`config.mk`:
```
export PLATFORM = sky130hd
export DESIGN_NAME = seven_segment_frame_sender
export DESIGN_NICKNAME = d
export VERILOG_FILES = /design/src/hdl/ssd_pkg.sv /design/src/hdl/seven_segment_frame_sender.sv /design/src/hdl/ssd_split.sv /design/src/hdl/ssd_lane.sv /design/src/hdl/ssd_merge.sv
export SDC_FILE = /design/constraint.sdc
export NUM_CORES = 1
export LEC_CHECK = 0
export BUFFER_PORTS_ARGS = -buffer_cell sky130_fd_sc_hd__buf_4
export CAP_MARGIN = 20
export CORE_MARGIN = 2
export CORE_UTILIZATION = 50
export DETAILED_ROUTE_END_ITERATION = 6
export GPL_TIMING_DRIVEN = 0
export PLACE_DENSITY = 0.74
export SETUP_SLACK_MARGIN = 0.05
export SYNTH_ARGS = -nofsm -noshare
export SYNTH_HDL_FRONTEND = slang
export SYNTH_SLANG_ARGS = --single-unit
```
`constraint.sdc`:
```
create_clock -name i_clk -period 3.8 [get_ports i_clk]
set_input_delay 0.57 -clock i_clk [delete_from_list [all_inputs] [get_ports i_clk]]
set_output_delay 0.57 -clock i_clk [all_outputs]
set_load 0.1 [all_outputs]
```
`src/hdl/ssd_pkg.sv`:
```
`timescale 1ns / 1ps
`default_nettype none

package ssd_pkg;

    localparam int NUM_DIGITS  = 4;
    localparam int CODE_W      = 5;
    localparam int DIGIT_W     = 4;
    localparam int VALUE_W     = 14;
    localparam int REM1_W      = 10;
    localparam int REM2_W      = 7;
    localparam int IDX_W       = 3;
    localparam int GAP_W       = 3;
    localparam int GLYPH_COUNT = 22;
    localparam int COLON_DIGIT = 1;

    localparam int THOUSAND = 1000;
    localparam int HUNDRED  = 100;
    localparam int TEN      = 10;

    localparam logic [VALUE_W-1:0] VALUE_MAX = VALUE_W'(9999);

    localparam logic [7:0] DATA_CMD      = 8'h40;
    localparam logic [7:0] ADDR_CMD      = 8'hC0;
    localparam logic [7:0] CTRL_BASE     = 8'h80;
    localparam logic [7:0] BLANK_PATTERN = 8'h00;

    localparam logic [7:0] GLYPH_TABLE [GLYPH_COUNT] = '{
        8'h3F, 8'h06, 8'h5B, 8'h4F, 8'h66, 8'h6D, 8'h7D, 8'h07, 8'h7F, 8'h6F,
        8'h77, 8'h7C, 8'h39, 8'h5E, 8'h79, 8'h71, 8'h76, 8'h38, 8'h54, 8'h73,
        8'h3E, 8'h00
    };

    // Position of each word inside a frame.
    localparam logic [IDX_W-1:0] IDX_DATA_CMD = 3'd0;
    localparam logic [IDX_W-1:0] IDX_ADDR_CMD = 3'd1;
    localparam logic [IDX_W-1:0] IDX_DIGIT0   = 3'd2;
    localparam logic [IDX_W-1:0] IDX_DIGIT1   = 3'd3;
    localparam logic [IDX_W-1:0] IDX_DIGIT2   = 3'd4;
    localparam logic [IDX_W-1:0] IDX_DIGIT3   = 3'd5;
    localparam logic [IDX_W-1:0] IDX_CONTROL  = 3'd6;

    // Gap counter load on each accepted request; busy stays high until it reaches zero.
    localparam logic [GAP_W-1:0] ACCEPT_GAP = 3'd6;

    localparam int ADDR_W = 3;
    localparam logic [ADDR_W-1:0] ADDR_BRIGHTNESS = 3'd0;
    localparam logic [ADDR_W-1:0] ADDR_ENABLE     = 3'd4;

    localparam logic [1:0] COLON_ON_A = 2'd1;
    localparam logic [1:0] COLON_ON_B = 2'd2;

    typedef logic [NUM_DIGITS-1:0][CODE_W-1:0] t_code_set;
    typedef logic [NUM_DIGITS-1:0][7:0]        t_pattern_set;

    typedef struct packed {
        logic               opcode;
        t_code_set          code;
        logic [1:0]         colon_mode;
        logic [VALUE_W-1:0] value;
    } t_req;

    typedef struct packed {
        logic      valid;
        t_code_set code;
        logic      colon;
    } t_codes;

    typedef struct packed {
        logic       strobe;
        logic [7:0] bus_byte;
        logic       start_before;
        logic       stop_after;
        logic       last_of_frame;
    } t_word;

endpackage

`default_nettype wire

```
`src/hdl/seven_segment_frame_sender.sv`:
```
`timescale 1ns / 1ps
`default_nettype none

// Frame sender for a four-digit segment display driver.
// A request is accepted at a rising edge where start is high and busy is low.
// It carries four glyph codes and a colon mode, or a decimal value that is
// split into four digits and saturates at 9999.
// Each request yields seven words on o_bus_byte with their framing marks, one
// per cycle while o_strobe is high: data command, address command, four
// segment patterns and the display control byte, which ends the frame.
// After the accepting edge a request passes the split pipeline registers and
// then the merge output register before its first word is on the ports; the
// receiver cannot stall and takes each word in the cycle it is shown.
// Busy holds off new requests while a gap counter runs down, so each frame,
// sent one word per cycle, follows the previous frame with no overlap.
// Brightness and display enable sit in an APB register file at addresses 0
// and 4 and are read live when the control byte is formed.
// Synchronous reset clears the pipeline and sequencer, sets brightness to 1
// and enables the display.

module seven_segment_frame_sender (
    input  logic                       i_clk,
    input  logic                       i_rst_n,
    input  logic                       start,
    output logic                       busy,
    input  logic                       i_opcode,
    input  logic [4:0]                 i_glyph_first,
    input  logic [4:0]                 i_glyph_second,
    input  logic [4:0]                 i_glyph_third,
    input  logic [4:0]                 i_glyph_fourth,
    input  logic [1:0]                 i_colon_mode,
    input  logic [13:0]                i_number_value,
    output logic                       o_strobe,
    output logic [7:0]                 o_bus_byte,
    output logic                       o_start_before,
    output logic                       o_stop_after,
    output logic                       o_last_of_frame,
    input  logic                       psel,
    input  logic                       penable,
    input  logic                       pwrite,
    input  logic [ssd_pkg::ADDR_W-1:0] paddr,
    input  logic [31:0]                pwdata,
    output logic [31:0]                prdata,
    output logic                       pready
);
    import ssd_pkg::*;

    logic [GAP_W-1:0] r_gap;
    logic [2:0]       r_brightness;
    logic             r_display_enable;

    logic             w_accept;
    logic             w_write;
    t_req             w_req;
    t_codes           w_codes;
    t_pattern_set     w_pats;
    t_word            w_word;

    assign busy     = (r_gap != '0);
    assign w_accept = start && !busy;
    assign pready   = 1'b1;
    assign w_write  = psel && penable && pwrite && pready;

    always_ff @(posedge i_clk) begin
        if (!i_rst_n) begin
            r_gap <= '0;
        end else if (w_accept) begin
            r_gap <= ACCEPT_GAP;
        end else if (busy) begin
            r_gap <= r_gap - GAP_W'(1);
        end
    end

    always_ff @(posedge i_clk) begin
        if (!i_rst_n) begin
            r_brightness     <= 3'd1;
            r_display_enable <= 1'b1;
        end else if (w_write) begin
            if (paddr == ADDR_BRIGHTNESS) begin
                r_brightness <= pwdata[2:0];
            end
            if (paddr == ADDR_ENABLE) begin
                r_display_enable <= pwdata[0];
            end
        end
    end

    always_comb begin
        unique case (paddr)
            ADDR_BRIGHTNESS: prdata = {29'd0, r_brightness};
            ADDR_ENABLE:     prdata = {31'd0, r_display_enable};
            default:         prdata = 32'd0;
        endcase
    end

    assign w_req.opcode     = i_opcode;
    assign w_req.code[0]    = i_glyph_first;
    assign w_req.code[1]    = i_glyph_second;
    assign w_req.code[2]    = i_glyph_third;
    assign w_req.code[3]    = i_glyph_fourth;
    assign w_req.colon_mode = i_colon_mode;
    assign w_req.value      = i_number_value;

    ssd_split u_split (
        .i_clk    (i_clk),
        .i_rst_n  (i_rst_n),
        .i_accept (w_accept),
        .i_req    (w_req),
        .o_codes  (w_codes)
    );

    for (genvar g = 0; g < NUM_DIGITS; g++) begin : g_lane
        ssd_lane u_lane (
            .i_code    (w_codes.code[g]),
            .i_dot     ((g == COLON_DIGIT) && w_codes.colon),
            .o_pattern (w_pats[g])
        );
    end

    ssd_merge u_merge (
        .i_clk            (i_clk),
        .i_rst_n          (i_rst_n),
        .i_valid          (w_codes.valid),
        .i_pats           (w_pats),
        .i_brightness     (r_brightness),
        .i_display_enable (r_display_enable),
        .o_word           (w_word)
    );

    assign o_strobe        = w_word.strobe;
    assign o_bus_byte      = w_word.bus_byte;
    assign o_start_before  = w_word.start_before;
    assign o_stop_after    = w_word.stop_after;
    assign o_last_of_frame = w_word.last_of_frame;

endmodule

`default_nettype wire

```
`src/hdl/ssd_split.sv`:
```
`timescale 1ns / 1ps
`default_nettype none

module ssd_split (
    input  logic           i_clk,
    input  logic           i_rst_n,
    input  logic           i_accept,
    input  ssd_pkg::t_req  i_req,
    output ssd_pkg::t_codes o_codes
);
    import ssd_pkg::*;

    logic                r_v1, r_v2, r_v3, r_v4;
    logic                r_op1, r_op2, r_op3;
    t_code_set           r_code1, r_code2, r_code3;
    logic                r_colon1, r_colon2, r_colon3;
    logic [VALUE_W-1:0]  r_value1;
    logic [DIGIT_W-1:0]  r_thou2, r_thou3, r_hund3;
    logic [REM1_W-1:0]   r_rem2;
    logic [REM2_W-1:0]   r_rem3;
    t_code_set           r_code4;
    logic                r_colon4;

    logic [VALUE_W-1:0]  n_value;
    logic                n_colon;
    logic [DIGIT_W-1:0]  n_thou, n_hund, n_tens, n_ones;
    logic [REM1_W-1:0]   n_rem1;
    logic [REM2_W-1:0]   n_rem2;
    t_code_set           n_code;

    always_comb begin
        n_value = (i_req.value > VALUE_MAX) ? VALUE_MAX : i_req.value;
        n_colon = !i_req.opcode &&
                  ((i_req.colon_mode == COLON_ON_A) || (i_req.colon_mode == COLON_ON_B));
    end

    always_comb begin
        n_thou = '0;
        for (int k = 1; k <= 9; k++) begin
            if (r_value1 >= VALUE_W'(k * THOUSAND)) begin
                n_thou = DIGIT_W'(k);
            end
        end
        n_rem1 = REM1_W'(r_value1 - VALUE_W'(n_thou * THOUSAND));
    end

    always_comb begin
        n_hund = '0;
        for (int k = 1; k <= 9; k++) begin
            if (r_rem2 >= REM1_W'(k * HUNDRED)) begin
                n_hund = DIGIT_W'(k);
            end
        end
        n_rem2 = REM2_W'(r_rem2 - REM1_W'(n_hund * HUNDRED));
    end

    always_comb begin
        n_tens = '0;
        for (int k = 1; k <= 9; k++) begin
            if (r_rem3 >= REM2_W'(k * TEN)) begin
                n_tens = DIGIT_W'(k);
            end
        end
        n_ones = DIGIT_W'(r_rem3 - REM2_W'(n_tens * TEN));
        if (r_op3) begin
            n_code[0] = CODE_W'(r_thou3);
            n_code[1] = CODE_W'(r_hund3);
            n_code[2] = CODE_W'(n_tens);
            n_code[3] = CODE_W'(n_ones);
        end else begin
            n_code = r_code3;
        end
    end

    always_ff @(posedge i_clk) begin
        if (!i_rst_n) begin
            r_v1 <= 1'b0;
            r_v2 <= 1'b0;
            r_v3 <= 1'b0;
            r_v4 <= 1'b0;
        end else begin
            r_v1 <= i_accept;
            r_v2 <= r_v1;
            r_v3 <= r_v2;
            r_v4 <= r_v3;
        end
    end

    always_ff @(posedge i_clk) begin
        if (i_accept) begin
            r_op1    <= i_req.opcode;
            r_code1  <= i_req.code;
            r_colon1 <= n_colon;
            r_value1 <= n_value;
        end
        r_op2    <= r_op1;
        r_code2  <= r_code1;
        r_colon2 <= r_colon1;
        r_thou2  <= n_thou;
        r_rem2   <= n_rem1;
        r_op3    <= r_op2;
        r_code3  <= r_code2;
        r_colon3 <= r_colon2;
        r_thou3  <= r_thou2;
        r_hund3  <= n_hund;
        r_rem3   <= n_rem2;
        r_code4  <= n_code;
        r_colon4 <= r_colon3;
    end

    assign o_codes.valid = r_v4;
    assign o_codes.code  = r_code4;
    assign o_codes.colon = r_colon4;

endmodule

`default_nettype wire

```
`src/hdl/ssd_lane.sv`:
```
`timescale 1ns / 1ps
`default_nettype none

module ssd_lane (
    input  logic [ssd_pkg::CODE_W-1:0] i_code,
    input  logic                       i_dot,
    output logic [7:0]                 o_pattern
);
    import ssd_pkg::*;

    logic [7:0] w_glyph;

    always_comb begin
        if (i_code < CODE_W'(GLYPH_COUNT)) begin
            w_glyph = GLYPH_TABLE[i_code];
        end else begin
            w_glyph = BLANK_PATTERN;
        end
        o_pattern = {w_glyph[7] | i_dot, w_glyph[6:0]};
    end

endmodule

`default_nettype wire

```
`src/hdl/ssd_merge.sv`:
```
`timescale 1ns / 1ps
`default_nettype none

module ssd_merge (
    input  logic                  i_clk,
    input  logic                  i_rst_n,
    input  logic                  i_valid,
    input  ssd_pkg::t_pattern_set i_pats,
    input  logic [2:0]            i_brightness,
    input  logic                  i_display_enable,
    output ssd_pkg::t_word        o_word
);
    import ssd_pkg::*;

    t_pattern_set     r_pat;
    logic [IDX_W-1:0] r_cnt;
    logic             r_run;
    t_word            r_word;

    logic [IDX_W-1:0] n_cnt;
    logic             n_run;
    logic [IDX_W-1:0] w_sel;
    t_word            n_word;

    always_comb begin
        n_cnt = r_cnt;
        n_run = r_run;
        w_sel = r_cnt;
        priority if (i_valid) begin
            w_sel = IDX_DATA_CMD;
            n_cnt = IDX_ADDR_CMD;
            n_run = 1'b1;
        end else if (r_run) begin
            n_cnt = r_cnt + IDX_W'(1);
            n_run = (r_cnt != IDX_CONTROL);
        end else begin
            n_run = 1'b0;
        end
    end

    always_comb begin
        n_word.strobe        = i_valid || r_run;
        n_word.bus_byte      = BLANK_PATTERN;
        n_word.start_before  = 1'b0;
        n_word.stop_after    = 1'b0;
        n_word.last_of_frame = 1'b0;
        unique case (w_sel)
            IDX_DATA_CMD: begin
                n_word.bus_byte     = DATA_CMD;
                n_word.start_before = 1'b1;
                n_word.stop_after   = 1'b1;
            end
            IDX_ADDR_CMD: begin
                n_word.bus_byte     = ADDR_CMD;
                n_word.start_before = 1'b1;
            end
            IDX_DIGIT0: n_word.bus_byte = r_pat[0];
            IDX_DIGIT1: n_word.bus_byte = r_pat[1];
            IDX_DIGIT2: n_word.bus_byte = r_pat[2];
            IDX_DIGIT3: begin
                n_word.bus_byte   = r_pat[3];
                n_word.stop_after = 1'b1;
            end
            IDX_CONTROL: begin
                n_word.bus_byte      = CTRL_BASE | {4'b0000, i_display_enable, i_brightness};
                n_word.start_before  = 1'b1;
                n_word.stop_after    = 1'b1;
                n_word.last_of_frame = 1'b1;
            end
            default: begin
                n_word.strobe = 1'b0;
            end
        endcase
    end

    always_ff @(posedge i_clk) begin
        if (!i_rst_n) begin
            r_run  <= 1'b0;
            r_cnt  <= IDX_DATA_CMD;
            r_word <= '0;
        end else begin
            r_run  <= n_run;
            r_cnt  <= n_cnt;
            r_word <= n_word;
        end
    end

    always_ff @(posedge i_clk) begin
        if (i_valid) begin
            r_pat <= i_pats;
        end
    end

    assign o_word = r_word;

endmodule

`default_nettype wire

```
==> out/metrics.cfg <==
[routing]
first_iter_violations = 359
wl_per_cell_um = 12.68
drt_pass1_iterations = 6
post_drt_via_cell_ratio = 5.070
drc = 0
routed_wl_um = 14710
via_count = 5881
detail-route-antenna-nets = 0

[floorplan]
dieArea_mm2 = 0.01793
die_x_um = 133.9
core_mm2 = 0.01652
initial_utilization = 0.5106
io_pins = 124
rows = 47
die_h_um = 133.9

[sta]
hold_violations = 0
fmax_mhz = 263.1
worst_slack_ps = -0.1728
finClkSkew_ps = 10.01
worst_pin_slew_ps = 866.3
period_share = 1.000
drv_slew = 0
max-slew-margin-rel = 0.4225
period_needed_ps = 3800
setup_tns_ps = -0.1728
worst_hold_slack_ps = 311.8
rsz0062_at_grt = yes
finalSetupViolations = 1

[final_layout]
final_util = 0.6196
drive_gt1_frac = 0.2128
num_antenna_cells = 0
area_growth_pct = 21.36
layout.nets = 1062
fin_cells = 1160

[global_route]
overflow = 0
met2_usage = 0.2724
antenna_found_initial = 0
grt.met3_usage = 0.04006
grt_pass1_wl_um = 24230
grt_pass1_vias = 5315
grt_max_degree = 37
busiest_layer = met2
use_met1 = 0.2162
track_usage = 0.1674

[clocking]
cts.clk_slew.worst_paths_ps = 70
cts.root.buffer_cell = clkbuf_16
cts-htree-levels = 4
holdBufCountCts = 0
clock-sinks = 186
insertion_delay_ps = 430
cts_buffers = 17
cts_buffer_depth = 2
cts_tree = yes

[hold_path]
hold_end = u_split.r_code1[4]$_DFFE_PP_
hold_path_startpoint = i_glyph_first[4]
worstHoldPathCells = 1
min_path_type = input port to flip-flop

[pwr]
ir_worst_vdd_v = 0.0004344
p_sw_frac = 0.3773
seq_power_share = 0.339
comb_power_share = 0.451
p_leak_nw = 4.256
finalPower_mw = 8.470
switching_power_mw = 3.196
p_per_area_mw_per_mm2 = 827.3
p_clk_frac = 0.210
p_int_mw = 5.274

[worst_setup_path]
reg2reg_from = u_split.r_value1[5]$_SDFFCE_PN0P_
max_stage_delay_ps = 610
r2r_setup_slack_ps = -0.2
worst_path_max_delay_cell = fa_1
cp_cell_sequence = clkbuf_8 > buf_4 > a31oi_1 > nor2_1 > o21a_1 > o21ai_1 > a32oi_4 > fa_1 > inv_1 > fa_2 > xor2_1 > ha_1 > a21oi_2 > o21ai_1 > xnor2_1 > xnor2_1
rr_endpoint = u_split.r_rem2[9]$_DFF_P_
worstSetupStartpointType = flip-flop
critical_path_peak_fanout = 7
rr_worst_depth = 16
arrival_ps = 4150
endpoint_kind = flip-flop
crit_required_ps = 4150
critical_path_class = flip-flop to flip-flop

[placement]
hpwl_um = 10410
portBuffers = 64
numPlacedInstances = 1104
gp_congestion = 0.8812

[outcome]
failed_checks = negative setup slack
outcome = complete, but fails checks

[logic_synthesis]
yosysWarnings = 0
synth_area_mm2 = 0.008437
postSynthAreaPerCell_um2 = 10.67
ys_types = 68
syn_inst = 791
synth-seq-area-share = 0.5185
ys_ff_latch = 186
synthArstFlopShare = 0
ys.flop_type = dfxtp_1
synth_edf_count = 65

[run]
cap_violations = 0

==> cell usage in the layout (no fill, tap or decap), types with 4 or more instances in the layout <==
cell type / instances
nor2b_1: 23
buf_4: 118
o22ai_1: 11
clkinv_8: 4
inv_1: 49
a222oi_1: 5
nand3_1: 15
mux2_2: 13
o21ai_1: 14
a221oi_1: 4
inv_8: 4
o211ai_1: 4
nor2_1: 48
nand2_1: 45
conb_1: 30
o21a_1: 6
dfxtp_1: 121
fa_1: 6
mux2i_1: 15
a31oi_1: 9
o21ai_0: 38
nor3_1: 20
a21oi_1: 26
o31ai_1: 9
clkbuf_16: 17
clkbuf_1: 25
o32ai_1: 7
inv_6: 4
inv_2: 5
a21o_1: 8
edfxtp_1: 65
xnor2_1: 20
nand2b_1: 16
and2_1: 10
ha_1: 47
==> area by class of cell <==
type                    count  area [µm²]
clock inverters            15       191.4
repair buffers             89       688.2
multi-input cells         515        3699
flip-flops and latches    186        4374
fillers                  1326        6286
plain buffers              64       382.9
inverters                  54       202.7
well taps                 220       275.3
clock buffers              17       425.4
==> cell families after synthesis <==
group,synth area share
AOI/OAI and AO/OA,0.1327
other,0.0008901
muxes,0.04315
and+or+nand+nor,0.1221
adders and majority gates,0.09076
buffers and inverters,0.06807
DFF,0.5185
xor gates and xnor gates,0.02388
==> cell usage after synthesis, drive strengths merged, types with 11 or more instances <==
cell type | number | area, µm²
dfxtp | 121 | 2422
edfxtp | 65 | 1952
inv | 54 | 202.7
o21ai | 52 | 260.3
ha | 50 | 625.6
nor2 | 49 | 183.9
nand2 | 45 | 168.9
buf | 37 | 270.3
a21oi | 27 | 135.1
clkbuf | 27 | 101.4
nor2b | 23 | 143.9
nor3 | 21 | 105.1
xnor2 | 20 | 175.2
nand2b | 16 | 100.1
nand3 | 16 | 85.08
mux2i | 15 | 150.1
mux2 | 13 | 146.4
o31ai | 12 | 90.09
and2 | 11 | 68.82
o22ai | 11 | 68.82
==> critical path: cells and delay by family (launching register included) <==
kind / cells / cell delay, ps
DFF: 1 / 400
xor gates and xnor gates: 3 / 500
buffers and inverters: 3 / 380
and+or+nand+nor: 1 / 60
AOI/OAI and AO/OA: 6 / 1050
adders and majority gates: 3 / 1320
==> how the worst max path moves through the flow <==
stage	startpoint	endpoint	slack, ps	depth (start not counted)
after CTS	u_split.r_value1[5]$_SDFFCE_PN0P_	u_split.r_rem2[9]$_DFF_P_	20	16
after global placement	u_split.r_value1[9]$_SDFFCE_PN1P_	u_split.r_rem2[9]$_DFF_P_	-380	14
after global routing	u_split.r_value1[6]$_SDFFCE_PN0P_	u_split.r_rem2[9]$_DFF_P_	-240	15
final	u_split.r_value1[5]$_SDFFCE_PN0P_	u_split.r_rem2[9]$_DFF_P_	-0.2	16
after detailed placement	u_split.r_value1[9]$_SDFFCE_PN1P_	u_split.r_rem2[9]$_DFF_P_	-410	13
after floorplan	u_split.r_value1[9]$_SDFFCE_PN1P_	u_split.r_rem2[9]$_DFF_P_	50	13
==> stage by stage <==
stage / worst slack, ps / cell area, µm²
floorplan: 51.90 / 8547
global placement: -377.4 / 9303
detailed placement: -413.0 / 9331
CTS: 22.32 / 10150
global route: -237.3 / 10240
finish: -0.1728 / 10240
==> registers in the layout (all words and copies together) (netlist names), 7 cells and up <==
name	flops
u_merge.o_word	12
u_merge.r_pat	29
u_split.o_codes	20
u_split.r_code1	20
u_split.r_code2	20
u_split.r_code3	20
u_split.r_rem2	10
u_split.r_rem3	7
u_split.r_value1	14
==> power by group through the flow <==
stage | registers [mW] | logic, mW | clock network (mW)
6_report | 2.87 | 3.82 | 1.78
5_1_grt | 2.93 | 4.27 | 1.91
4_1_cts | 2.87 | 3.74 | 1.83
3_5_place_dp | 2.93 | 3.58 | 0
3_3_place_gp | 2.92 | 3.50 | 0
2_1_floorplan | 2.87 | 2.93 | 0
==> layer usage <==
| layer | part of all wire | vias up |
|---|---|---|
| met3 | 0.056 | 27 |
| li1 | - | 3001 |
| met2 | 0.48 | 190 |
| met1 | 0.45 | 2663 |
| met5 | 0 | - |
| met4 | 0.019 | 0 |
==> timing repair <==
action | in CTS | in global routing
pin swaps | 9 | 8
gates resized for setup | 16 | 4
buffers inserted | 14 | 10
setup endpoints to repair | 3 | 2
(Power assumes the default switching activity.)
